### config.mk
export PLATFORM = sky130hd
export DESIGN_NAME = ssbr_queue
export DESIGN_NICKNAME = d
export VERILOG_FILES = /design/src/rtl/core/ssbr_pkg.sv /design/src/rtl/core/ssbr_queue.sv
export SDC_FILE = /design/constraint.sdc
export NUM_CORES = 1
export LEC_CHECK = 0
export ABC_AREA = 0
export BUFFER_PORTS_ARGS = -buffer_cell sky130_fd_sc_hd__clkbuf_2
export CORE_UTILIZATION = 51
export DETAILED_ROUTE_END_ITERATION = 16
export GPL_TIMING_DRIVEN = 0
export HOLD_SLACK_MARGIN = 0.1
export PLACE_DENSITY = 0.8
export SLEW_MARGIN = 20
export SYNTH_ARGS = -nofsm -noshare
export SYNTH_HDL_FRONTEND = slang
export SYNTH_SLANG_ARGS = --single-unit
### constraint.sdc
create_clock -name clk -period 2.4 [get_ports clk]
set_input_delay 0.36 -clock clk [delete_from_list [all_inputs] [get_ports clk]]
set_output_delay 0.36 -clock clk [all_outputs]
set_load 0.02 [all_outputs]
### src/rtl/core/ssbr_pkg.sv
// shared types and constants of the supersample box resolve
`timescale 1ns / 1ps

package ssbr_pkg;

    localparam int PADDR_W = 4;
    localparam int PDATA_W = 32;

    localparam logic [1:0] REG_SAMPLE_RATE   = 2'd0;
    localparam logic [1:0] REG_TARGET_WIDTH  = 2'd1;
    localparam logic [1:0] REG_TARGET_HEIGHT = 2'd2;

    localparam int RATE_W  = 3;
    localparam int DIM_W   = 11;
    localparam int COORD_W = 10;
    localparam int CH_W    = 8;
    localparam int LANE_W  = 16;
    localparam int LANES   = 4;
    localparam int ENTRY_W = LANE_W * LANES;

    localparam logic [RATE_W-1:0] RATE_RESET   = 3'd1;
    localparam logic [DIM_W-1:0]  WIDTH_RESET  = 11'd640;
    localparam logic [DIM_W-1:0]  HEIGHT_RESET = 11'd480;
    localparam logic [DIM_W-1:0]  HEIGHT_LIMIT = 11'd1024;

    // ceil(2^22 / (s*s)) for s = 1..8, exact floor division of a 16-bit lane
    localparam int RECIP_W     = 23;
    localparam int RECIP_SHIFT = 22;
    localparam int PROD_W      = LANE_W + RECIP_W;
    localparam int QUOT_W      = PROD_W - RECIP_SHIFT;
    localparam logic [RECIP_W-1:0] RECIP_TABLE [8] = '{
        23'd4194304, 23'd1048576, 23'd466034, 23'd262144,
        23'd167773,  23'd116509,  23'd85599,  23'd65536
    };

    localparam int QUEUE_DEPTH = 4;
    localparam int QPTR_W      = $clog2(QUEUE_DEPTH);
    localparam int QCNT_W      = QPTR_W + 1;

    typedef struct packed {
        logic [RATE_W-1:0] rate;
        logic [DIM_W-1:0]  width;
        logic [DIM_W-1:0]  height;
    } ssbr_cfg_t;

    typedef struct packed {
        logic [CH_W-1:0]    red;
        logic [CH_W-1:0]    green;
        logic [CH_W-1:0]    blue;
        logic [CH_W-1:0]    alpha;
        logic               first;
        logic               emit;
        logic [COORD_W-1:0] col;
        logic [COORD_W-1:0] row;
        logic               done;
    } ssbr_job_t;

endpackage

### src/rtl/core/ssbr_queue.sv
// short item queue between front and back
`timescale 1ns / 1ps

module ssbr_queue #(
    parameter int DW = 56
) (
    input  logic          clk,
    input  logic          rst_n,
    input  logic          push,
    input  logic [DW-1:0] push_data,
    output logic          full,
    output logic          head_valid,
    output logic [DW-1:0] head_data,
    input  logic          pop
);
    import ssbr_pkg::*;

    logic [DW-1:0]     slot_reg [QUEUE_DEPTH];
    logic [QPTR_W-1:0] wr_ptr_reg;
    logic [QPTR_W-1:0] rd_ptr_reg;
    logic [QCNT_W-1:0] count_reg;

    assign full       = (count_reg == QCNT_W'(QUEUE_DEPTH));
    assign head_valid = (count_reg != '0);
    assign head_data  = slot_reg[rd_ptr_reg];

    always_ff @(posedge clk or negedge rst_n)
    begin
        if (!rst_n)
        begin
            wr_ptr_reg <= '0;
            rd_ptr_reg <= '0;
            count_reg  <= '0;
        end
        else
        begin
            if (push)
                wr_ptr_reg <= wr_ptr_reg + 1'b1;
            if (pop)
                rd_ptr_reg <= rd_ptr_reg + 1'b1;
            if (push && !pop)
                count_reg <= count_reg + 1'b1;
            else if (pop && !push)
                count_reg <= count_reg - 1'b1;
        end
    end

    always_ff @(posedge clk)
    begin
        if (push)
            slot_reg[wr_ptr_reg] <= push_data;
    end

    always_ff @(posedge clk or negedge rst_n)
    begin
        if (!rst_n)
            ;
        else
        begin
            assert (!(push && full)) else $error("queue overflow");
            assert (!(pop && !head_valid)) else $error("queue underflow");
        end
    end

    a_count_bound: assert property (@(posedge clk) disable iff (!rst_n)
        count_reg <= QCNT_W'(QUEUE_DEPTH))
        else $error("queue count beyond depth");

endmodule

Yosys cells after proc, flatten, opt, wreduce, memory -nomap -nowiden

Memories as Yosys holds them, arrays and structs flattened.
Index checks and enable logic that the tools add are counted.
W data, S select, Z words.

Memories: 1
Logic and storage cells: 19
Bits in writable memories: 224
Bits in registers: 7

Memory list:

| memory   | depth | width | rd ports | clocked after memory_dff | write ports | RTL line         | text |
|---|---|---|---|---|---|---|---|
| slot_reg | 4     | 56    | 1        | 0                        | 1           | ssbr_queue.sv:18 | `logic [DW-1:0] slot_reg [QUEUE_DEPTH];` |

$add $sub $neg: 4
Reductions and logical operators: 6
Eq/ne operators: 1
Mux-type cells: 4

Operator list:

| kind                  | count |
|---|---|
| $mux W3               | 2 |
| $add A2 B1 Y2 const B | 2 |
| $add A3 B1 Y3 const B | 1 |
| $eq A3 B3 Y1 const B  | 1 |
| $reduce_bool A3 Y1    | 1 |
| $sub A3 B1 Y3 const B | 1 |
| $logic_and A1 B1 Y1   | 2 |
| $logic_not A1 Y1      | 2 |
| $mux W1               | 2 |
| $reduce_bool A2 Y1    | 1 |

Logic depth before layout (Yosys ltp)

Word-level depth: 4
Depth in mapped cells: 7
Mapped depth without buffers: 7

Worst setup path after synthesis

OpenSTA, ideal clock, no wires.

Kind: register to register
Start point: register wr_ptr_reg[0]
End point: memory slot_reg[2][0], enable pin
Path buffers: 0
Stages on the path, launching flop included: 4
Period minus slack after synthesis: 2361 ps
Data arrival time: 1942 ps
Path slack: 39 ps
Setup time: 420 ps
Required time: 1980 ps
Path through: dfrtp_1 inv_1 ha_1 and2_1

RTL lines:

| item                   | RTL line         | text |
|---|---|---|
| from (decl)            | ssbr_queue.sv:19 | `logic [QPTR_W-1:0] wr_ptr_reg;` |
| from (signal assigned) | ssbr_queue.sv:38 | `wr_ptr_reg <= wr_ptr_reg + 1'b1;` |
| to (decl)              | ssbr_queue.sv:18 |  |

No word-level cell before the write port.

Final worst setup path

Start point: register rd_ptr_reg[1]
End point: output port head_data[41]

Cells in the longest elaborated chain, start to end: 1

RTL lines:

| item                   | RTL line         | text |
|---|---|---|
| from (decl)            | ssbr_queue.sv:20 | `logic [QPTR_W-1:0] rd_ptr_reg;` |
| from (signal assigned) | ssbr_queue.sv:40 | `rd_ptr_reg <= rd_ptr_reg + 1'b1;` |
| $mem_v2 Z4 W56         | n/a              |  |
| to (decl)              | ssbr_queue.sv:13 | `output logic [DW-1:0] head_data,` |

No other way between the ends.

==> impl_metrics.ini <==
[run_status]
status = completed

[clock_tree]
clock-sinks = 231
cts.clk_slew.worst_paths_ps = 60
worstSkewPairLatency_ps = 500
cts_tree = yes
numCtsBuffers = 24
clockBufferDepth = 3
root_buffer = clkbuf_16
htreeDepth = 1

[finish]
utilization_pct = 67.3
largest_register_ffs = 224
syn_to_final_growth_pct = 27.2
fill_cells = 999
final_cell_area_um2 = 10800
antenna_cells = 0
layout-drive-gt1-share_pct = 41.2
nets = 600

[setup_path]
path_delay_family = buffers and inverters
crit_type = flop to output pin
worstPathMaxFanout = 10
crit_path_start_kind = flop
crit_buf_inv = 2
slowest_stage = clkbuf_1
critPathLaunch = rd_ptr_reg[1]
max_stage_delay_ps = 490
reg2reg_from = wr_ptr_reg[0]
cp-end-kind = output pin
cp.arrival_ps = 1960
crit_required_ps = 2040
worstPathCellList = clkbuf_1 -> mux4_2 -> clkbuf_2
ff2ff_setup_slack_ps = 670

[sta]
finalCriticalPeriod_ps = 2320
hold_violations = 0
skew_ps = 14.5
rsz0062_at_grt = no
maxSlewViolCount = 0
finalCritPeriodShare_pct = 96.5
worst_pin_slew_ps = 617
maxSlewHeadroom_pct = 58.9
max_freq_mhz = 432
setup_violations = 0

[place]
gp_congestion = 0.711
portBuffers = 117
hpwl_mm = 9.03
placedInstanceArea_um2 = 9450

[power]
power_uw = 13300
internal-power_uw = 9190
p_clk_share_pct = 25.7
peakVddDrop_mv = 0.905
p_sw_share_pct = 30.8
power_leakage_uw = 0.00382
power.switching_uw = 4090
combPwrFrac_pct = 33.0
powerDensity_nw_per_um2 = 1230
seqPwrFrac_pct = 41.3

[route]
vias_per_cell = 5.35
detailedRoute.firstPassIterationCount = 4
vias = 4090
drtIter0Drc = 203
wl_per_cell_um = 20.4
antenna_left = 0
totalWireLength_mm = 15.6
route.detailed.drc = 0

[floorplan]
die_x_um = 131
initial_utilization_pct = 52.9
core_area_um2 = 16100
rows = 46
fp.dieArea_um2 = 17200
ios = 118
die_h_um = 131

[logic_synthesis]
synthAdderAreaFrac_pct = 0.971
seq_area_frac_synth_pct = 81.2
synth_mux_area_share_pct = 15.0
synth_common_cells = edfxtp_1, mux4_2, dfrtp_1
yosysTopAreaCell = edfxtp_1
synth_area_um2 = 8500
synth-seq-cells = 231
synth_cell_types = 20
synth_flop_cell = edfxtp_1
synth.most_common_cell = edfxtp_1
synth_compound_gate_area_share_pct = 0.0589
post-synth-top-area-fraction_pct = 79.1
syn_inst = 327
synth_area_per_cell_um2 = 26.0
yosys.area_share.simple_pct = 0.589
synth_top_family_by_area = multiplexers
ys_async_sr_fraction_pct = 3.03
synth_edf_count = 224
syn-num-nets = 393
synth_area_leaders = edfxtp_1, mux4_2, dfrtp_1
yosysWarnings = 0
synth_xor_area_share_pct = 0.618

[worst_hold_path]
worstHoldStart = push
hp-class = input port to flop

[global_routing]
grt_pass1_wl_mm = 24.6
overflow = 0
grt_usage_pct = 18.8
antenna_found_initial = 0
grt_start_max_net_pins = 33
first_global_vias = 4498

[job]
cap_violations = 0
## stage by stage
step,setup TNS [ps],hold WS (ps),setup slack [ps],instances
final,0,188,84.8,765
after global routing,0,197,3.28,765
after CTS,-1020,147,-56.0,763
after detailed placement,0,211,490,664
after global placement,-218030,200,-1010,660
after floorplan,0,64.4,38.7,327
## kinds of logic after synthesis
logic type      after synthesis
flops                       231
mux                          57
buf+inv                      17
simple gates                  9
xor+xnor                      6
fa+ha+maj                     6
compound gates                1
## worst paths after layout
| kind | end | depth (start not counted) |
|---|---|---|
| max | head_data[41] | 3 |
| min | wr_ptr_reg[0] | 2 |
| max reg2reg | slot_reg[2][38] | 4 |
| min reg2reg | count_reg[2] | 1 |
| max in group asynchronous | rd_ptr_reg[1] | 2 |
| min in group asynchronous | count_reg[0] | 2 |
## repair_timing
| action | CTS | global route |
|---|---|---|
| endpoints found under the hold margin | 230 | 0 |
| hold buffers | 58 | 0 |
| gates cloned | 0 | 1 |
| setup endpoints to repair | 40 | 47 |
| buffers inserted | 0 | 1 |
| pin swaps | 0 | 0 |
| resized for setup | 1 | 6 |
## power by group through the flow
stage	Clock, uW	Sequential (uW)	Combinational (uW)
2_1_floorplan	0	5520	2930
3_3_place_gp	0	5580	4100
3_5_place_dp	0	5560	4260
4_1_cts	3480	5490	4370
5_1_grt	3650	5540	4680
6_report	3420	5480	4380
## cell type report
cell class / count / area, um^2 / share of cell area (%)
Sequential cell: 231 / 6900 / 63.8
Multi-Input combinational cell: 79 / 1470 / 13.6
Timing Repair Buffer: 181 / 1290 / 11.9
Clock buffer: 30 / 644 / 5.96
Tap cell: 216 / 270 / 2.50
Buffer: 13 / 136 / 1.26
Clock inverter: 11 / 81.3 / 0.752
Inverter: 4 / 15.0 / 0.139
## metal layers
metal,vias to the layer above,routed length (um),global-route usage (%)
met4,0,256,5.36
met3,27,853,3.47
met5,-,0,0
met1,2117,6540,24.8
met2,134,7990,32.4
li1,1812,-,-
## layout by cell type, fill, tap and decap left out, types with 3 or more instances in the layout
master,Yosys,layout
clkbuf_16,0,26
dfrtp_1,7,7
clkbuf_1,2,6
buf_4,3,3
buf_12,3,8
inv_1,4,4
xor2_1,4,4
clkinv_1,0,6
dlygate4sd3_1,0,58
mux4_2,56,56
edfxtp_1,224,224
ha_1,5,5
and2_4,0,4
clkbuf_4,0,3
clkbuf_2,0,118
## worst register-to-register path, stage by stage, from the launching register on
cell and delay, ps:
dfrtp_1 420, inv_1 120, ha_1 160, and2_4 410
buf_12 290
Power figures use the tool's default switching activity.
