<file path="src/rtl/core/ssbr_pkg.sv">
// shared types and constants of the supersample box resolve
`timescale 1ns / 1ps

package ssbr_pkg;

    localparam int PADDR_W = 4;
    localparam int PDATA_W = 32;

    localparam logic [1:0] REG_SAMPLE_RATE   = 2'd0;
    localparam logic [1:0] REG_TARGET_WIDTH  = 2'd1;
    localparam logic [1:0] REG_TARGET_HEIGHT = 2'd2;

    localparam int RATE_W  = 3;
    localparam int DIM_W   = 11;
    localparam int COORD_W = 10;
    localparam int CH_W    = 8;
    localparam int LANE_W  = 16;
    localparam int LANES   = 4;
    localparam int ENTRY_W = LANE_W * LANES;

    localparam logic [RATE_W-1:0] RATE_RESET   = 3'd1;
    localparam logic [DIM_W-1:0]  WIDTH_RESET  = 11'd640;
    localparam logic [DIM_W-1:0]  HEIGHT_RESET = 11'd480;
    localparam logic [DIM_W-1:0]  HEIGHT_LIMIT = 11'd1024;

    // ceil(2^22 / (s*s)) for s = 1..8, exact floor division of a 16-bit lane
    localparam int RECIP_W     = 23;
    localparam int RECIP_SHIFT = 22;
    localparam int PROD_W      = LANE_W + RECIP_W;
    localparam int QUOT_W      = PROD_W - RECIP_SHIFT;
    localparam logic [RECIP_W-1:0] RECIP_TABLE [8] = '{
        23'd4194304, 23'd1048576, 23'd466034, 23'd262144,
        23'd167773,  23'd116509,  23'd85599,  23'd65536
    };

    localparam int QUEUE_DEPTH = 4;
    localparam int QPTR_W      = $clog2(QUEUE_DEPTH);
    localparam int QCNT_W      = QPTR_W + 1;

    typedef struct packed {
        logic [RATE_W-1:0] rate;
        logic [DIM_W-1:0]  width;
        logic [DIM_W-1:0]  height;
    } ssbr_cfg_t;

    typedef struct packed {
        logic [CH_W-1:0]    red;
        logic [CH_W-1:0]    green;
        logic [CH_W-1:0]    blue;
        logic [CH_W-1:0]    alpha;
        logic               first;
        logic               emit;
        logic [COORD_W-1:0] col;
        logic [COORD_W-1:0] row;
        logic               done;
    } ssbr_job_t;

endpackage

</file>
<file path="src/rtl/core/ssbr_cfg.sv">
// configuration registers with range clamping
`timescale 1ns / 1ps

module ssbr_cfg #(
    parameter int MAX_WIDTH       = 1024,
    parameter int MAX_SAMPLE_RATE = 4
) (
    input  logic                          clk,
    input  logic                          rst_n,
    input  logic                          psel,
    input  logic                          penable,
    input  logic                          pwrite,
    input  logic [ssbr_pkg::PADDR_W-1:0]  paddr,
    input  logic [ssbr_pkg::PDATA_W-1:0]  pwdata,
    output logic [ssbr_pkg::PDATA_W-1:0]  prdata,
    output logic                          pready,
    output ssbr_pkg::ssbr_cfg_t           cfg
);
    import ssbr_pkg::*;

    localparam int CW   = (MAX_WIDTH > 1) ? $clog2(MAX_WIDTH) : 1;
    localparam int CMPW = (CW + 1 > DIM_W) ? CW + 1 : DIM_W;
    localparam int RW1  = RATE_W + 1;
    localparam logic [CMPW-1:0] WIDTH_CAP = CMPW'(MAX_WIDTH);
    localparam logic [RW1-1:0]  RATE_CAP  = RW1'(MAX_SAMPLE_RATE);

    logic [RATE_W-1:0] rate_reg;
    logic [DIM_W-1:0]  width_reg;
    logic [DIM_W-1:0]  height_reg;
    logic              wr_en;
    logic [1:0]        reg_sel;
    logic [CMPW-1:0]   width_ext;

    assign pready  = 1'b1;
    assign wr_en   = psel && penable && pwrite;
    assign reg_sel = paddr[PADDR_W-1:2];

    always_ff @(posedge clk or negedge rst_n)
    begin
        if (!rst_n)
        begin
            rate_reg   <= RATE_RESET;
            width_reg  <= WIDTH_RESET;
            height_reg <= HEIGHT_RESET;
        end
        else if (wr_en)
        begin
            unique case (reg_sel)
                REG_SAMPLE_RATE:   rate_reg   <= pwdata[RATE_W-1:0];
                REG_TARGET_WIDTH:  width_reg  <= pwdata[DIM_W-1:0];
                REG_TARGET_HEIGHT: height_reg <= pwdata[DIM_W-1:0];
                default:           ;
            endcase
        end
    end

    always_comb
    begin
        unique case (reg_sel)
            REG_SAMPLE_RATE:   prdata = PDATA_W'(rate_reg);
            REG_TARGET_WIDTH:  prdata = PDATA_W'(width_reg);
            REG_TARGET_HEIGHT: prdata = PDATA_W'(height_reg);
            default:           prdata = '0;
        endcase
    end

    // zero acts as one, large values saturate
    assign width_ext = CMPW'(width_reg);

    always_comb
    begin
        if (rate_reg == '0)
            cfg.rate = RATE_W'(1);
        else if ({1'b0, rate_reg} > RATE_CAP)
            cfg.rate = RATE_W'(RATE_CAP);
        else
            cfg.rate = rate_reg;

        if (width_reg == '0)
            cfg.width = DIM_W'(1);
        else if (width_ext > WIDTH_CAP)
            cfg.width = DIM_W'(WIDTH_CAP);
        else
            cfg.width = width_reg;

        if (height_reg == '0)
            cfg.height = DIM_W'(1);
        else if (height_reg > HEIGHT_LIMIT)
            cfg.height = HEIGHT_LIMIT;
        else
            cfg.height = height_reg;
    end

endmodule

</file>
<file path="config.mk">
export PLATFORM = sky130hd
export DESIGN_NAME = ssbr_cfg
export DESIGN_NICKNAME = d
export VERILOG_FILES = /design/src/rtl/core/ssbr_pkg.sv /design/src/rtl/core/ssbr_cfg.sv
export SDC_FILE = /design/constraint.sdc
export NUM_CORES = 1
export LEC_CHECK = 0
export BUFFER_PORTS_ARGS = -buffer_cell sky130_fd_sc_hd__buf_4
export CORE_MARGIN = 8
export CORE_UTILIZATION = 38
export CTS_CLUSTER_SIZE = 16
export DETAILED_ROUTE_END_ITERATION = 8
export PLACE_DENSITY = 0.73
export SLEW_MARGIN = 20
export SYNTH_ARGS = -nofsm -noshare
export SYNTH_HDL_FRONTEND = slang
export SYNTH_SLANG_ARGS = --single-unit
</file>
<file path="constraint.sdc">
create_clock -name clk -period 3 [get_ports clk]
set_input_delay 0.6 -clock clk [delete_from_list [all_inputs] [get_ports clk]]
set_output_delay 0.6 -clock clk [all_outputs]
set_load 0.005 [all_outputs]
</file>
Yosys cells after proc, flatten, opt, wreduce, memory -nomap -nowiden
Index checks and enable logic that the tools add are counted.

word-level totals
  register bits after elaboration = 25
  bits of input ports = 41
  logic and storage cells = 24
  output and inout bits = 58

operators by class
  muxes and demuxes = 7
  reductions and logical operators = 9
  magnitude comparators = 3
  eq/ne operators = 2

operator list
  cell                                                 number
  2-to-1 mux 11 bit                                    4
  one-hot mux 11 bit (3 select lines)                  1
  > comparator 11 bit, second input constant           2
  logical NOT 11 bit                                   2
  2-to-1 mux 3 bit                                     2
  AND reduction 2 bit                                  3
  > comparator 3 bit, second input constant            1
  logical NOT 3 bit                                    1
  equality test 2 x 1 -> 1 bit, second input constant  1
  equality test 2 bit, second input constant           1
  logical AND 1 bit                                    2
  logical NOT 2 bit                                    1

Depth between registers and ports, before layout
  depth in word-level cells = 3
  mapped depth = 5
  mapped depth without buffers = 3

Least setup slack after synthesis
Ideal clock, no wire load.

  path type = input to output
  start = input port paddr[3] (netlist bit)
  end = output port prdata[10] (netlist bit)
  arrival = 1.351 ns
  stages on the path = 4
  data required time = 2.400 ns
  buffers on the path = 2
  slack = 1.049 ns
  cells stage by stage = buf_6 > and2b_1 > clkbuf_1 > a22o_1

between the ends
  word-level cells in the longest chain between the ends = 2
  elaborated cells between the ends (all ways) = 4
  classes of those cells = eq/ne: 2; mux: 1; reduce/logical: 1

ends and longest elaborated chain
  element                                      RTL line        RTL
  from (decl)                                  ssbr_cfg.sv:13  input logic [ssbr_pkg::PADDR_W-1:0] paddr,
  equality test 2 bit (tied with other cells)  ssbr_cfg.sv:59  unique case (reg_sel)
  one-hot mux 11 bit (3 select lines) (*)      ssbr_cfg.sv:59
  to (decl)                                    ssbr_cfg.sv:15  output logic [ssbr_pkg::PDATA_W-1:0] prdata,

Every way passes the cells marked *; elsewhere a longest branch is shown, timed or not.

Worst setup path in the final report
  start = input port paddr[3] (netlist bit)
  end = output port prdata[5] (netlist bit)

Same word-level chain as after synthesis.

==> flow_summary.ini <==
[run_status]
status = finished clean

[timing]
worst_pin_slew_ns = 0.6699
finalSetupViolCount = 0
setup_ws_ns = 0.7536
whs_ns = 0.2236
fin_skew_ns = 0
final.setup.tns_ns = 0
maxSlewHeadroom_pct = 55.34
grt_setup_unrepaired = false
hold_viol_final = 0
fmax_mhz = 445.2
fin_crit_sh_pct = 74.88
period_needed_ns = 2.246
drv_slew = 0

[worst_hold_path]
hold_class = input port to asynchronous set/reset pin

[detailed_routing]
vias = 1090
routedWlPerCell_um = 15.72
routed_wl_mm = 3.678
drc = 0
drt_iter0_markers = 35
ant_nets = 0
dr.pass1.iters = 4
via_per_inst = 4.658

[run]
drv_cap = 0

[logic_synthesis]
synth_compound_area_share_pct = 6.732
synth.area.mux_share_pct = 22.91
ys_top_cells_by_area = dfrtp_1 (30%), dfstp_2 (12%), mux2_2 (11%), buf_4 (11%), mux2_4 (9.9%)
yosys_register_bits = 25
synth-simple-area-share_pct = 13.63
synth_fa_ha_area_share_pct = 0
synth_async_sr_flop_share_pct = 100.0
ys_warn_count = 0
avgSynthCellArea_um2 = 11.04
synth_top_family_by_area = multiplexers
syn_inst = 138
yosysTopAreaCellShare_pct = 29.56
synth_cell_type_count = 24
seq_area_frac_synth_pct = 41.63
synth-main-ff-cell = dfrtp_1
yosysTopAreaCell = dfrtp_1
synth_area_um2 = 1524
synth_xor_area_share_pct = 0
synth_edf_count = 0
yosysMostFrequentCell = buf_4
yosys-top-cells-count = buf_4 (22), nor2b_1 (20), dfrtp_1 (18), mux2_2 (15), mux2_4 (10)

[clocking]
cts_hold_buf = 0
h-tree-depth = 1
tritoncts = yes
cts_buffers = 3
cts_num_sinks = 25
cts_setup_buffers = 0
path_clk_slew_ns = 0.08
root_buffer = clkbuf_8
clock_latency_ns = 0.26
clock_path_buffers = 2
post_cts_resize_count = 0

[die]
start_util_pct = 38.65
die_w_um = 79.33
core_area_um2 = 3943
design.die.area_um2 = 6292
io-pin-count = 99
row_count = 23
fp.dieH_um = 79.33

[finish]
stdcell_count = 234
fillers = 371
synthToLayoutAreaGrowth_pct = 24.22
drive_gt1_share_pct = 48.37
diodes = 0
fin_nets = 226

[critical_path]
worst_setup_path_end_kind = primary output
start_kind = input port
cp_max_fo = 8
arrival_ns = 1.65
cp_data_required_time_ns = 2.40
path_class = input port to primary output

[power_and_ir_drop]
leakage_nw = 0.9486
peakVddDrop_uv = 371.6
total_power_w = 0.001137
p_per_area_nw_per_um2 = 600.4

[grt]
grt_pass1_wl_mm = 5.775
grt_max_degree = 26
grt_pass1_vias = 1136
grt.overflow.total = 0
grt_usage_pct = 11.49
antenna_found_initial = 0

[placement]
io_buffer_count = 53
dp_hpwl_mm = 2.796
dp_slack_ns = 0.7106
placedCellCount = 230
gp_congestion = 0.7438
[per-stage QoR]
stage | utilization [%] | area [µm²]
finish | 48.02 | 1893
global route | 48.02 | 1893
CTS | 48.02 | 1893
detailed placement | 46.87 | 1848
global placement | 46.87 | 1848
floorplan | - | 1599
[cell type report]
class                      count  area [µm²]  area share [%]
timing repair buffer          54       405.4           21.41
multi-input combinational    100       742.0           39.19
tap                           50       62.56           3.305
sequential                    25       634.4           33.51
inverter                       1       3.754          0.1983
clock buffer                   4       45.04           2.379
[critical path: stages]
cell,delay (ns)
buf_4,0.13
nor2b_1,0.53
a22o_1,0.27
buf_4,0.11
[where the power goes]
part / internal, W / leakage (nW) / total [W] / switching [W]
combinational: 0.000267 / 0.632 / 0.000407 / 0.000140
sequential: 0.000432 / 0.294 / 0.000535 / 0.000103
clock: 0.0000948 / 0.0228 / 0.000194 / 0.0000997
total: 0.000794 / 0.949 / 0.00114 / 0.000342
[cell usage in the layout (no fill, tap or decap)]
cell and n:
or3b_1 1, mux2_2 15, and2b_1 1, buf_4 54, inv_1 1, conb_1 22
a22o_1 8, clkbuf_1 1, nand2_1 3, a31oi_1 2, nand3_1 1, nor3_1 3
dfstp_2 7, clkbuf_8 3, o21ai_0 3, nor2_1 4, mux2i_1 3, nor3b_1 1
mux2_4 10, nor4_1 2, nor2b_1 20, a21oi_1 1, dfrtp_1 18
[per-layer routing]
| metal | track usage, % | vias to the layer above | wire [µm] |
|---|---|---|---|
| met3 | 4.402 | 6 | 388 |
| met1 | 13.81 | 520 | 1513 |
| met4 | 3.889 | 0 | 21 |
| li1 | - | 516 | - |
| met5 | 0 | - | 0 |
| met2 | 18.32 | 48 | 1755 |
[path summary, 6_finish.rpt]
kind                                             from  slack [ns]  cells past startpoint                          to
min in group clk            height_reg[0]$_DFFE_PN0P_        0.56                      1   height_reg[0]$_DFFE_PN0P_
max in group asynchronous                       rst_n        2.48                      1    width_ext[7]$_DFFE_PN1P_
hold reg to reg             height_reg[0]$_DFFE_PN0P_        0.56                      1   height_reg[0]$_DFFE_PN0P_
setup / recovery                             paddr[3]        0.75                      4                   prdata[5]
setup reg to reg           height_reg[10]$_DFFE_PN0P_        2.01                      1  height_reg[10]$_DFFE_PN0P_
hold / removal                                  rst_n        0.22                      1    width_ext[8]$_DFFE_PN0P_
[cells by family after synthesis]
group	count (synthesis)
buffers and inverters	33
AO/OA/AOI/OAI	14
other	2
AND/OR/NAND/NOR	36
multiplexers	28
flip-flops	25
Note: power is estimated with default switching activity, not from simulation.
