[src/rtl/core/ssbr_pkg.sv]
// shared types and constants of the supersample box resolve
`timescale 1ns / 1ps

package ssbr_pkg;

    localparam int PADDR_W = 4;
    localparam int PDATA_W = 32;

    localparam logic [1:0] REG_SAMPLE_RATE   = 2'd0;
    localparam logic [1:0] REG_TARGET_WIDTH  = 2'd1;
    localparam logic [1:0] REG_TARGET_HEIGHT = 2'd2;

    localparam int RATE_W  = 3;
    localparam int DIM_W   = 11;
    localparam int COORD_W = 10;
    localparam int CH_W    = 8;
    localparam int LANE_W  = 16;
    localparam int LANES   = 4;
    localparam int ENTRY_W = LANE_W * LANES;

    localparam logic [RATE_W-1:0] RATE_RESET   = 3'd1;
    localparam logic [DIM_W-1:0]  WIDTH_RESET  = 11'd640;
    localparam logic [DIM_W-1:0]  HEIGHT_RESET = 11'd480;
    localparam logic [DIM_W-1:0]  HEIGHT_LIMIT = 11'd1024;

    // ceil(2^22 / (s*s)) for s = 1..8, exact floor division of a 16-bit lane
    localparam int RECIP_W     = 23;
    localparam int RECIP_SHIFT = 22;
    localparam int PROD_W      = LANE_W + RECIP_W;
    localparam int QUOT_W      = PROD_W - RECIP_SHIFT;
    localparam logic [RECIP_W-1:0] RECIP_TABLE [8] = '{
        23'd4194304, 23'd1048576, 23'd466034, 23'd262144,
        23'd167773,  23'd116509,  23'd85599,  23'd65536
    };

    localparam int QUEUE_DEPTH = 4;
    localparam int QPTR_W      = $clog2(QUEUE_DEPTH);
    localparam int QCNT_W      = QPTR_W + 1;

    typedef struct packed {
        logic [RATE_W-1:0] rate;
        logic [DIM_W-1:0]  width;
        logic [DIM_W-1:0]  height;
    } ssbr_cfg_t;

    typedef struct packed {
        logic [CH_W-1:0]    red;
        logic [CH_W-1:0]    green;
        logic [CH_W-1:0]    blue;
        logic [CH_W-1:0]    alpha;
        logic               first;
        logic               emit;
        logic [COORD_W-1:0] col;
        logic [COORD_W-1:0] row;
        logic               done;
    } ssbr_job_t;

endpackage

[src/rtl/core/ssbr_if.sv]
// sample and pixel stream interfaces
`timescale 1ns / 1ps

interface ssbr_sample_if;
    import ssbr_pkg::*;

    logic            valid;
    logic            ready;
    logic [CH_W-1:0] sample_red;
    logic [CH_W-1:0] sample_green;
    logic [CH_W-1:0] sample_blue;
    logic [CH_W-1:0] sample_alpha;
    logic            frame_start;

    modport source (
        output valid, sample_red, sample_green, sample_blue, sample_alpha, frame_start,
        input  ready
    );
    modport sink (
        input  valid, sample_red, sample_green, sample_blue, sample_alpha, frame_start,
        output ready
    );
endinterface


[src/rtl/core/ssbr_front.sv]
// sample position counters and item classification
`timescale 1ns / 1ps

module ssbr_front #(
    parameter int MAX_WIDTH       = 1024,
    parameter int MAX_SAMPLE_RATE = 4
) (
    input  logic                 clk,
    input  logic                 rst_n,
    ssbr_sample_if.sink          sample,
    input  ssbr_pkg::ssbr_cfg_t  cfg,
    input  logic                 full,
    output logic                 push,
    output ssbr_pkg::ssbr_job_t  job,
    output logic [((MAX_WIDTH > 1) ? $clog2(MAX_WIDTH) : 1)-1:0] idx
);
    import ssbr_pkg::*;

    localparam int CW    = (MAX_WIDTH > 1) ? $clog2(MAX_WIDTH) : 1;
    localparam int CMPW  = (CW + 1 > DIM_W) ? CW + 1 : DIM_W;
    localparam int SUB_W = (MAX_SAMPLE_RATE > 1) ? $clog2(MAX_SAMPLE_RATE) : 1;

    logic [SUB_W-1:0]   sub_col_reg, sub_col_next, sub_col_cur;
    logic [SUB_W-1:0]   sub_row_reg, sub_row_next, sub_row_cur;
    logic [CW-1:0]      out_col_reg, out_col_next, out_col_cur;
    logic [COORD_W-1:0] out_row_reg, out_row_next, out_row_cur;
    logic               last_sc, last_sr, last_oc, last_or;
    logic [RATE_W-1:0]  rate_m1;
    logic [CMPW-1:0]    width_m1;
    logic [DIM_W-1:0]   height_m1;

    assign sample.ready = !full;
    assign push         = sample.valid && !full;

    always_comb
    begin
        // frame start restarts at block (0,0) before this sample is taken
        sub_col_cur = sample.frame_start ? '0 : sub_col_reg;
        sub_row_cur = sample.frame_start ? '0 : sub_row_reg;
        out_col_cur = sample.frame_start ? '0 : out_col_reg;
        out_row_cur = sample.frame_start ? '0 : out_row_reg;

        rate_m1   = cfg.rate - 1'b1;
        width_m1  = CMPW'(cfg.width) - 1'b1;
        height_m1 = cfg.height - 1'b1;

        last_sc = RATE_W'(sub_col_cur) >= rate_m1;
        last_sr = RATE_W'(sub_row_cur) >= rate_m1;
        last_oc = CMPW'(out_col_cur) >= width_m1;
        last_or = DIM_W'(out_row_cur) >= height_m1;

        sub_col_next = sub_col_cur;
        sub_row_next = sub_row_cur;
        out_col_next = out_col_cur;
        out_row_next = out_row_cur;
        if (!last_sc)
            sub_col_next = sub_col_cur + 1'b1;
        else
        begin
            sub_col_next = '0;
            if (!last_oc)
                out_col_next = out_col_cur + 1'b1;
            else
            begin
                out_col_next = '0;
                if (!last_sr)
                    sub_row_next = sub_row_cur + 1'b1;
                else
                begin
                    sub_row_next = '0;
                    out_row_next = last_or ? '0 : out_row_cur + 1'b1;
                end
            end
        end

        job.red   = sample.sample_red;
        job.green = sample.sample_green;
        job.blue  = sample.sample_blue;
        job.alpha = sample.sample_alpha;
        job.first = (sub_col_cur == '0) && (sub_row_cur == '0);
        job.emit  = last_sc && last_sr;
        job.col   = COORD_W'(out_col_cur);
        job.row   = out_row_cur;
        job.done  = last_oc && last_or;
        idx       = out_col_cur;
    end

    always_ff @(posedge clk or negedge rst_n)
    begin
        if (!rst_n)
        begin
            sub_col_reg <= '0;
            sub_row_reg <= '0;
            out_col_reg <= '0;
            out_row_reg <= '0;
        end
        else if (push)
        begin
            sub_col_reg <= sub_col_next;
            sub_row_reg <= sub_row_next;
            out_col_reg <= out_col_next;
            out_row_reg <= out_row_next;
        end
    end

    a_emit_needs_last: assert property (@(posedge clk) disable iff (!rst_n)
        push && job.emit && job.done |=> out_col_reg == '0 && sub_row_reg == '0)
        else $error("frame end did not wrap counters");

    a_first_on_start: assert property (@(posedge clk) disable iff (!rst_n)
        push && sample.frame_start |-> job.first && job.col == '0 && job.row == '0)
        else $error("frame start not at block origin");

    a_col_advance: assert property (@(posedge clk) disable iff (!rst_n)
        push && !job.emit && !sample.frame_start && sub_col_reg == '0
            && sub_row_reg == '0 |=> out_col_reg == $past(out_col_reg)
            || sub_col_reg != '0)
        else $error("column moved inside a block");

endmodule

[src/flat_wrapper.sv]
// flat-port wrapper written by rule: the top's interface ports become plain ports
module ssbr_front_flat import ssbr_pkg::*;
#(
    parameter int MAX_WIDTH       = 1024,
    parameter int MAX_SAMPLE_RATE = 4
)
  (clk, rst_n, cfg, full, push, job, idx, sample_valid, sample_sample_red, sample_sample_green, sample_sample_blue, sample_sample_alpha, sample_frame_start, sample_ready);
  ssbr_sample_if sample_i ();
  input  logic clk;
  input  logic rst_n;
  input  ssbr_pkg::ssbr_cfg_t cfg;
  input  logic full;
  output logic push;
  output ssbr_pkg::ssbr_job_t job;
  output logic [((MAX_WIDTH > 1) ? $clog2(MAX_WIDTH) : 1)-1:0] idx;
  input wire logic [$bits(sample_i.valid)-1:0] sample_valid;
  input wire logic [$bits(sample_i.sample_red)-1:0] sample_sample_red;
  input wire logic [$bits(sample_i.sample_green)-1:0] sample_sample_green;
  input wire logic [$bits(sample_i.sample_blue)-1:0] sample_sample_blue;
  input wire logic [$bits(sample_i.sample_alpha)-1:0] sample_sample_alpha;
  input wire logic [$bits(sample_i.frame_start)-1:0] sample_frame_start;
  output wire logic [$bits(sample_i.ready)-1:0] sample_ready;
  assign sample_i.valid = sample_valid;
  assign sample_i.sample_red = sample_sample_red;
  assign sample_i.sample_green = sample_sample_green;
  assign sample_i.sample_blue = sample_sample_blue;
  assign sample_i.sample_alpha = sample_sample_alpha;
  assign sample_i.frame_start = sample_frame_start;
  assign sample_ready = sample_i.ready;
  ssbr_front #(.MAX_WIDTH(MAX_WIDTH), .MAX_SAMPLE_RATE(MAX_SAMPLE_RATE)) u_core (.clk(clk), .rst_n(rst_n), .sample(sample_i), .cfg(cfg), .full(full), .push(push), .job(job), .idx(idx));
endmodule
[config.mk]
export PLATFORM = sky130hd
export DESIGN_NAME = ssbr_front_flat
export DESIGN_NICKNAME = d
export VERILOG_FILES = /design/src/rtl/core/ssbr_pkg.sv /design/src/rtl/core/ssbr_if.sv /design/src/rtl/core/ssbr_front.sv /design/src/flat_wrapper.sv
export SDC_FILE = /design/constraint.sdc
export NUM_CORES = 1
export LEC_CHECK = 0
export ABC_CLOCK_PERIOD_IN_PS = 6370
export BUFFER_PORTS_ARGS = -buffer_cell sky130_fd_sc_hd__buf_2
export CORE_MARGIN = 2
export CORE_UTILIZATION = 53
export DETAILED_ROUTE_END_ITERATION = 12
export PLACE_DENSITY = 0.95
export SKIP_LAST_GASP = 1
export SYNTH_ARGS = -nofsm -noshare
export SYNTH_HDL_FRONTEND = slang
export SYNTH_SLANG_ARGS = --single-unit
[constraint.sdc]
create_clock -name clk -period 6.37 [get_ports clk]
set_input_delay 1.274 -clock clk [delete_from_list [all_inputs] [get_ports clk]]
set_output_delay 1.274 -clock clk [all_outputs]
set_load 0.02 [all_outputs]
Word-level counts from Yosys, hierarchy flattened
Index checks and enable logic that the tools add are counted.
{"block": "word_totals", "ff_bits": 24, "input_bits": 62, "out_inout_bits": 67}
{"block": "classes", "n_lt_le_gt_ge": 4, "add_sub_neg": 7, "n_mux": 14, "n_reduce_logical": 7}
{"operator": "two-way mux 10 bit", "n": 8}
{"operator": "greater-or-equal comparator 10 x 11 -> 1 bit", "n": 2}
{"operator": "subtractor 11 x 1 -> 11 bit (second input constant)", "n": 2}
{"operator": "adder 10 x 1 -> 10 bit (second input constant)", "n": 2}
{"operator": "two-way mux 2 bit", "n": 6}
{"operator": "greater-or-equal comparator 2 x 3 -> 1 bit", "n": 2}
{"operator": "adder 2 x 1 -> 2 bit (second input constant)", "n": 2}
{"operator": "logical AND 1 bit", "n": 4}
{"operator": "zero test 2 bit", "n": 2}
{"operator": "subtractor 3 x 1 -> 3 bit (second input constant)", "n": 1}
{"operator": "zero test 1 bit", "n": 1}

Logic depth before layout (Yosys ltp)
Gate-level depths: netlist of run 1.
{"block": "depth", "depth_word": 6, "depth_mapped": 14}

Worst setup path before layout of run 1
OpenSTA, ideal clock, no wires.
{"block": "synth_timing", "path_type": "in2out", "start": "input sample_frame_start", "end": "output job[0] (netlist bit)", "arrival_ns": 3.571, "required_time_ns": 5.096, "path_slack_ns": 1.525, "path_buffers": 3, "stages": 10, "cell_sequence": "buf_1 clkbuf_1 nor2b_1 ha_1 o211ai_2 nor3_1 a221oi_1 a21oi_4 buf_6 and2_1"}
{"item": "start: declaration", "line": "flat_wrapper.sv:21", "text": "input wire logic [$bits(sample_i.frame_start)-1:0] sample_frame_start;"}
{"item": "end: declaration", "line": "flat_wrapper.sv:14", "text": "output ssbr_pkg::ssbr_job_t job;"}

==> results of run 1 <==
==> per-stage QoR <==
stage	utilization (%)	hold slack, ps	worst slack, ps	cells
after floorplan	-	438	1520	357
after CTS	56.2	482	1300	445
after global routing	56.2	519	1090	445
final	56.2	481	1320	445
after global placement	54.9	457	1390	441
after detailed placement	54.9	463	1300	441
==> cells by family after synthesis <==
group / Yosys count / share of synthesized area, %
buf+inv: 73 / 15.5
compound gates: 75 / 18.2
simple gates: 134 / 26.5
flops: 24 / 20.4
xor+xnor: 20 / 6.20
fa+ha+maj: 31 / 13.2
==> per-layer routing <==
layer | wire, um | global-route usage [%]
met1 | 2600 | 26.7
met2 | 3180 | 37.9
met3 | 524 | 4.37
met4 | 176 | 7.89
met5 | 0 | 0
==> cell usage after synthesis, types with 2 or more instances <==
cell and count:
xnor2_1 12, a21oi_1 11, o22ai_1 2, nand3_1 9, clkbuf_1 5, nor4_1 7
a211oi_1 4, nor2b_1 19, buf_4 42, ha_1 31, nor2_1 15, xor2_1 7
dfrtp_1 24, and4b_1 2, and2_1 7, and3_1 5, nand4_1 6, o211ai_1 5
o31ai_1 4, buf_2 2, o21ai_1 5, a21o_1 2, a22oi_1 4, a21oi_2 2
a221oi_1 2, nor3_1 4, or2b_1 2, nand2_1 31, o21ai_0 21, buf_6 3
nand4bb_1 3, a32o_1 2, nand2b_1 13, inv_1 18
==> layout make-up <==
type,count,area (um^2)
fillers,481,2380
multi-input cells,260,1890
flip-flops and latches,24,601
repair buffers,66,335
well taps,72,90.1
inverters,19,71.3
clock buffers,3,41.3
clock inverters,1,30.0
==> worst max path at each step <==
| stage | depth (start not counted) | start | endpoint |
|---|---|---|---|
| 5_1_grt | 13 | cfg[11] | job[0] |
| 3_3_place_gp | 12 | cfg[13] | job[0] |
| 3_5_place_dp | 13 | cfg[11] | job[0] |
| 2_1_floorplan | 10 | sample_frame_start | job[0] |
| 4_1_cts | 13 | cfg[11] | job[0] |
| 6_report | 13 | cfg[11] | job[0] |
==> critical path, cell delays in order <==
cell and delay (ps):
buf_2 100, inv_1 90, ha_1 250, nor3b_1 320
nand2_1 130, xor2_1 160, ha_1 300, o211ai_2 180
nor3_1 80, a221oi_1 430, a21oi_4 110, and2_1 190
buf_2 160
==> power by group through the flow <==
stage	clock, mW	sequential [mW]	combinational, mW
finish	0.137	0.165	0.112
detailed placement	0	0.168	0.112
global route	0.143	0.166	0.125
floorplan	0	0.166	0.107
global placement	0	0.167	0.107
CTS	0.137	0.165	0.112
==> out/metrics.csv, run 1 <==
stage,metric,value,unit
status,status,finished clean,
power,p_comb_share,27.0,%
yosys,syn_area,2950,um^2
yosys,yosys-top-cells-area,"dfrtp_1 (20%), ha_1 (13%), buf_4 (11%)",
power,p_sw,128,uW
die,start_util,54.2,%
yosys,ys_async_sr_fraction,100,%
worst_setup_path,r2r-start,u_core.out_col_reg[2],
place,place_area,2980,um^2
die,core.rowCount,27,
worst_setup_path,arrival,3780,ps
route,num_vias,2620,
global_route,grt_pass1_wl,11000,um
sta,fmax,198,MHz
layout,syn2layout_area_growth,3.74,%
sta,hold_viol,0,
sta,clock_skew,9.14,ps
layout,drive_above_1_share,23.6,%
power,p_seq_share,39.9,%
layout,final_cell_area,3060,um^2
yosys,ys_seq_elements,24,
die,core_area,5440,um^2
power,peakVddDrop,0.107,mV
yosys,synth.largest_area_cell,dfrtp_1,
die,die_x,78.5,um
route,wl_per_cell,14.6,um
route,initialDrtViolationCount,205,
power,power,414,uW
yosys,ys.flop_type,dfrtp_1,
global_route,grt.total_usage,21.9,%
layout,diodes,0,
sta,period_share,79.3,%
sta,worst_slew_pin_slew,803,ps
clock_tree,post_cts_buffers,0,
clock_tree,clock_path_buffers,2,
power,p_per_area,135,nW/um^2
die,die_h,78.5,um
yosys,synth_edf_count,0,
clock_tree,post_cts_resized,0,
worst_setup_path,startpoint_type,primary input,
sta,slew_viol_final,0,
hold_path,whs_path_depth,2,
global_route,grt-ovfl-total,0,
route,viasPerCell,5.89,
hold_path,whs_endpoint,u_core.sub_col_reg[1],
die,die_area,6170,um^2
global_route,grt_start_max_net_pins,41,
place,port_buffers,64,
clock_tree,insertion_delay,270,ps
sta,relSlewSlack,46.4,%
yosys,synth_cells,357,
sta,finalSetupTns,0,ps
sta,fin_crit,5050,ps
global_route,antenna_found_initial,0,
clock_tree,clock-sinks,24,
sta,setup_viol,0,
clock_tree,cts_tree,done,
yosys,ys_types,60,
worst_setup_path,r2r-end,u_core.out_col_reg[8],
yosys,synthesis.nets,450,
clock_tree,cts-root-buf,clkbuf_8,
worst_setup_path,critPathRequiredTime,5100,ps
run,max_cap_violations,0,
power,pwr-share-clk,33.1,%
layout,nets,467,
worst_setup_path,r2r_cells,10,
yosys,yosysSeqAreaShare,20.4,%
yosys,synth_top_area_share,20.4,%
layout,final_common_cell,buf_2,
worst_setup_path,cp-end-kind,output pin,
power,p_leak,1.46,nW
hold_path,min_from,u_core.sub_col_reg[1],
place,gp_routability_congestion,0.851,
worst_setup_path,r2r_setup_slack,3610,ps
route,drc,0,
layout,layout_common_cells,"buf_2 (64), nand2_1 (31), ha_1 (31)",
clock_tree,htree_num_levels,1,
route,ant_nets,0,
route,firstDrtPassIters,5,
clock_tree,holdBufCountCts,0,
route,routed_wl,6480,um
die,num_io_pins,129,
power,intPower,286,uW
worst_setup_path,crit_type,in2out,
clock_tree,clk_pin_slew,80,ps
yosys,ys_warn_count,0,
yosys,avgSynthCellArea,8.25,um^2
clock_tree,cts_buffers,3,
sta,rsz0062_at_grt,no,
global_route,grt_pass1_vias,2489,
place,hpwl,5050,um
worst_setup_path,worstPathMaxFanout,4,
hold_path,min-delay-path-class,reg2reg,
power,p_sw_share,30.8,%
Note: power is estimated with default switching activity, not from simulation.
==> run 2: changes to the inputs <==
--- a/config.mk
+++ b/config.mk
@@ -5,12 +5,13 @@
 export SDC_FILE = /design/constraint.sdc
 export NUM_CORES = 1
 export LEC_CHECK = 0
-export ABC_CLOCK_PERIOD_IN_PS = 6370
+export ABC_AREA = 1
+export ABC_CLOCK_PERIOD_IN_PS = 4120
 export BUFFER_PORTS_ARGS = -buffer_cell sky130_fd_sc_hd__buf_2
 export CORE_MARGIN = 2
-export CORE_UTILIZATION = 53
+export CORE_UTILIZATION = 45
 export DETAILED_ROUTE_END_ITERATION = 12
-export PLACE_DENSITY = 0.95
+export PLACE_DENSITY = 0.86
 export SKIP_LAST_GASP = 1
 export SYNTH_ARGS = -nofsm -noshare
 export SYNTH_HDL_FRONTEND = slang
==> constraint.sdc (replaced) <==
create_clock -name clk -period 4.12 [get_ports clk]
set_input_delay 0.824 -clock clk [delete_from_list [all_inputs] [get_ports clk]]
set_output_delay 0.824 -clock clk [all_outputs]
set_load 0.02 [all_outputs]
==> out/metrics.csv, run 2 <==
stage,metric,value,unit
place,hpwl,5640,um
worst_setup_path,crit_family,simple AND/OR/NAND/NOR gates,
yosys,ys_seq_elements,24,
place,place_area,3150,um^2
power,power,690,uW
yosys,synth.largest_area_cell,dfrtp_1,
yosys,synth_edf_count,0,
die,num_io_pins,129,
sta,clock_skew,4.17,ps
worst_setup_path,cp-end-kind,output pin,
yosys,yosys-top-cells-area,"dfrtp_1 (20%), ha_1 (13%), buf_4 (10%)",
power,p_per_area,211,nW/um^2
sta,slew_viol_final,0,
yosys,ys_async_sr_fraction,100,%
layout,diodes,0,
yosys,synth_cells,433,
power,peakVddDrop,0.145,mV
layout,nets,554,
yosys,synthesis.nets,526,
layout,syn2layout_area_growth,6.36,%
yosys,ys_top_cells_by_count,"nand2_1 (84), inv_1 (68), buf_4 (42)",
place,port_buffers,64,
die,die_x,86.6,um
worst_setup_path,critPathRequiredTime,3300,ps
layout,final_common_cell,nand2_1,
global_route,antenna_found_initial,0,
global_route,grt_start_max_net_pins,25,
clock_tree,cts_buffers,3,
worst_setup_path,worst_path_max_delay_cell,or3_4,
route,viasPerCell,5.29,
clock_tree,insertion_delay,280,ps
worst_setup_path,startpoint_type,primary input,
sta,worst_slew_pin_slew,692,ps
sta,fmax,257,MHz
yosys,avgSynthCellArea,7.09,um^2
layout,final_cell_area,3260,um^2
hold_path,min-delay-path-class,reg2reg,
route,firstDrtPassIters,4,
yosys,yosysSeqAreaShare,19.6,%
global_route,grt_pass1_wl,11700,um
yosys,synth_top_area_share,19.6,%
route,drc,0,
sta,setup_viol,0,
clock_tree,clk_pin_slew,90,ps
route,num_vias,2858,
sta,fin_crit,3890,ps
route,initialDrtViolationCount,211,
power,p_leak,1.80,nW
clock_tree,holdBufCountCts,0,
die,core.rowCount,30,
yosys,ys.flop_type,dfrtp_1,
place,gp_routability_congestion,0.942,
worst_setup_path,cpPeakStageDelay,360,ps
die,core_area,6680,um^2
clock_tree,clock-sinks,24,
sta,finalSetupTns,0,ps
global_route,grt-ovfl-total,0,
worst_setup_path,crit_chain,buf_2 -> nor2_1 -> nand2_1 -> or3_4 -> nor3_4 -> nand2_1 -> nor2_2 -> xor2_1 -> inv_1 -> ha_1 -> o21a_1 -> nand2_2 -> nand2_4 -> nand2_1 -> nor2_2 -> buf_4,
sta,rsz0062_at_grt,no,
clock_tree,cts-root-buf,clkbuf_8,
yosys,ys_warn_count,0,
sta,whs,490,ps
clock_tree,clock_path_buffers,2,
die,die_area,7500,um^2
route,wl_per_cell,13.3,um
global_route,grt.total_usage,19.1,%
yosys,ys_types,40,
global_route,grt_pass1_vias,2729,
clock_tree,htree_num_levels,1,
sta,period_share,94.4,%
worst_setup_path,critPathBufInv,3,
worst_setup_path,crit_type,in2out,
worst_setup_path,critPathMostFrequentCell,nand2_1,
clock_tree,cts_tree,done,
worst_setup_path,arrival,3070,ps
sta,relSlewSlack,53.8,%
worst_setup_path,worstPathMaxFanout,4,
sta,hold_viol,0,
route,routed_wl,7170,um
run,max_cap_violations,0,
yosys,synth.most_common_cell,nand2_1,
status,status,finished clean,
die,die_h,86.6,um
layout,layout_common_cells,"nand2_1 (84), inv_1 (68), buf_2 (63)",
layout,drive_above_1_share,25.2,%
route,ant_nets,0,
die,start_util,45.9,%
yosys,syn_area,3070,um^2
run 2: layout make-up:
cell class / instances / area (um^2)
tap: 80 / 100
inverter: 74 / 282
multi-input combinational: 286 / 1840
timing repair buffer: 72 / 383
fill: 640 / 3420
clock buffer: 4 / 55.1
sequential: 24 / 601
run 2: tightest hold or removal path: stages (launching register included):
cell     delay (ps)
dfrtp_1         350
nand2_1          50
nand2_1          60
run 2: what timing repair did:
| item | 4_1_cts | 5_1_grt |
|---|---|---|
| setup buffers | 0 | 5 |
| setup endpoints to repair | 0 | 1 |
| resized for setup | 0 | 5 |
run 2: final timing paths:
kind / start / endpoint / slack, ps / depth (start not counted)
min: u_core.out_row_reg[6] / u_core.out_row_reg[6] / 490 / 2
min reg2reg: u_core.out_row_reg[6] / u_core.out_row_reg[6] / 490 / 2
min in group asynchronous: rst_n / u_core.out_row_reg[0] / 530 / 1
max: cfg[12] / job[0] / 230 / 16
max in group asynchronous: rst_n / u_core.out_row_reg[8] / 3210 / 1
max reg2reg: u_core.out_col_reg[4] / u_core.out_row_reg[7] / 1640 / 18
run 2: logic make-up (layout without fill, tap and decap cells):
kind of cell,Yosys count,after routing,synth area share (%)
AO/OA/AOI/OAI,35,35,7.05
XOR/XNOR,26,26,8.28
adder cells (fa/ha/maj),31,31,12.6
buffers and inverters,123,150,20.9
flip-flops,24,24,19.6
AND/OR/NAND/NOR,194,194,31.6
run 2: stage by stage:
step / worst slack (ps) / utilization [%] / std cells
2_1_floorplan: 498 / - / 433
3_3_place_gp: 234 / 47.2 / 531
3_5_place_dp: 154 / 47.2 / 531
4_1_cts: 151 / 48.0 / 535
5_1_grt: 20.3 / 48.9 / 540
6_report: 229 / 48.9 / 540
run 2: per-layer routing:
metal  routed length (um)  GRT usage [%]  vias up
li1                     -              -     1390
met2                 3570           34.1      111
met4                  206           6.82        0
met3                  469           2.29       21
met5                    0              0        -
met1                 2930           23.5     1336
run 2: power by group:
group	leakage, nW	internal (mW)	switching [mW]
Clock	0.0288	0.0857	0.0839
Sequential	0.318	0.254	0.00963
Combinational	1.46	0.0876	0.169
==> run 3: changes to the inputs <==
--- a/config.mk
+++ b/config.mk
@@ -8,10 +8,9 @@
 export ABC_AREA = 1
 export ABC_CLOCK_PERIOD_IN_PS = 4120
 export BUFFER_PORTS_ARGS = -buffer_cell sky130_fd_sc_hd__buf_2
-export CORE_MARGIN = 2
 export CORE_UTILIZATION = 45
 export DETAILED_ROUTE_END_ITERATION = 12
-export PLACE_DENSITY = 0.86
+export PLACE_DENSITY = 0.79
 export SKIP_LAST_GASP = 1
 export SYNTH_ARGS = -nofsm -noshare
 export SYNTH_HDL_FRONTEND = slang
==> out/metrics.csv, run 3 (same netlist as run 2, synthesis figures left out) <==
stage,metric,value,unit
worst_setup_path,startpoint_type,primary input,
route,wl_met3,350,um
die,die_area,7150,um^2
route,num_vias,2730,
die,core_area,6460,um^2
global_route,antenna_found_initial,0,
clock_tree,clock_path_buffers,2,
die,core.rowCount,29,
layout,final_common_cell,nand2_1,
sta,clock_skew,5.58,ps
worst_setup_path,cp-end-kind,output pin,
layout,layout_common_cells,"nand2_1 (84), inv_1 (68), buf_2 (64)",
clock_tree,post_cts_buffers,0,
route,wl_per_cell,12.7,um
die,start_util,47.5,%
clock_tree,htree_num_levels,1,
sta,fmax,257,MHz
route,drc,5,
global_route,grt_pass1_wl,11800,um
worst_setup_path,arrival,3070,ps
layout,nets,550,
place,post-place-cells,529,
route,routed.top_layer,met4,
clock_tree,holdBufCountCts,0,
run,max_cap_violations,0,
layout,instances_no_fill,533,
clock_tree,post_cts_resized,0,
route,wl_met2,3220,um
clock_tree,cts_tree,done,
worst_setup_path,worstPathMaxFanout,10,
route,initialDrtViolationCount,183,
sta,setup_viol,0,
global_route,grt_pass1_vias,2664,
layout,syn2layout_area_growth,5.18,%
route,routedLengthMet1,3010,um
die,die_h,84.6,um
sta,relSlewSlack,51.8,%
place,gp_routability_congestion,0.918,
sta,rsz0062_at_grt,no,
status,violations,DRC,
worst_setup_path,critPathRequiredTime,3300,ps
worst_setup_path,crit_type,in2out,
sta,slew_viol_final,0,
route,routed_wl,6750,um
sta,fin_crit,3900,ps
clock_tree,clk_pin_slew,90,ps
die,die_x,84.6,um
die,num_io_pins,129,
hold_path,min-delay-path-class,reg2reg,
worst_setup_path,crit_chain,buf_2 -> nor2_1 -> nand2_1 -> or3_1 -> nor3_2 -> nand2_1 -> nor2_1 -> xor2_1 -> inv_1 -> ha_1 -> o21a_1 -> nand2_2 -> nand2_4 -> nand2_1 -> nor2_1 -> buf_2,
power,power,734,uW
power,peakVddDrop,0.124,mV
power,p_leak,1.78,nW
sta,period_share,94.5,%
route,viasPerCell,5.12,
clock_tree,cts-root-buf,clkbuf_8,
clock_tree,clock-sinks,24,
route,firstDrtPassIters,11,
global_route,grt-ovfl-total,0,
sta,worst_slew_pin_slew,722,ps
global_route,grt.total_usage,19.9,%
worst_setup_path,cpPeakStageDelay,370,ps
layout,final_core_util,50.0,%
sta,finalSetupTns,0,ps
global_route,grt_start_max_net_pins,25,
route,ant_nets,0,
place,port_buffers,64,
worst_setup_path,worst_path_max_delay_cell,or3_1,
status,status,"finished, violations left",
sta,whs,489,ps
sta,hold_viol,0,
layout,diodes,0,
layout,drive_above_1_share,23.9,%
clock_tree,cts_buffers,3,
power,p_per_area,227,nW/um^2
place,hpwl,5440,um
clock_tree,insertion_delay,270,ps
-- run 3: cell types whose count changed in the layout (fill, tap and decap cells not counted), sizes merged --
cell	previous run	this run
clkbuf	4	3
buf	72	68
bufinv	0	1
-- run 3: worst paths after layout --
path / startpoint / end / slack [ps] / cells after the start
max: cfg[13] / job[0] / 220 / 16
min: u_core.out_row_reg[7] / u_core.out_row_reg[7] / 490 / 2
max reg2reg: u_core.out_col_reg[3] / u_core.out_row_reg[3] / 1900 / 16
min reg2reg: u_core.out_row_reg[7] / u_core.out_row_reg[7] / 490 / 2
max in group asynchronous: rst_n / u_core.out_row_reg[2] / 3200 / 1
min in group asynchronous: rst_n / u_core.out_col_reg[6] / 530 / 1
-- run 3: worst max-delay path, delay by kind of cell --
family | cells | cell delay, ps
XOR/XNOR | 1 | 160
buffers and inverters | 3 | 360
AO/OA/AOI/OAI | 1 | 120
adder cells (fa/ha/maj) | 1 | 270
AND/OR/NAND/NOR | 10 | 1340
-- run 3: layer usage --
metal,track usage [%],vias to the layer above
met4,7.09,0
met5,0,-
li1,-,1384
met1,26.1,1239
met3,2.36,16
met2,33.9,91
-- run 3: final cells by class --
class / count / area [um^2]
well taps: 77 / 96.3
multi-input cells: 286 / 1830
fillers: 639 / 3230
clock buffers: 3 / 41.3
clock inverters: 1 / 30.0
inverters: 74 / 282
flip-flops and latches: 24 / 601
repair buffers: 68 / 350
-- run 3: per-stage QoR --
| step | cell area [um^2] | worst slack, ps |
|---|---|---|
| floorplan | 3070 | 498 |
| global placement | 3160 | 274 |
| detailed placement | 3160 | 215 |
| CTS | 3230 | 215 |
| global route | 3230 | 24.4 |
| finish | 3230 | 225 |
-- run 3: power by group --
part           internal, mW  switching [mW]  leakage, nW
clock                 0.130          0.0860       0.0357
sequential            0.254         0.00968        0.318
combinational        0.0871           0.166         1.43
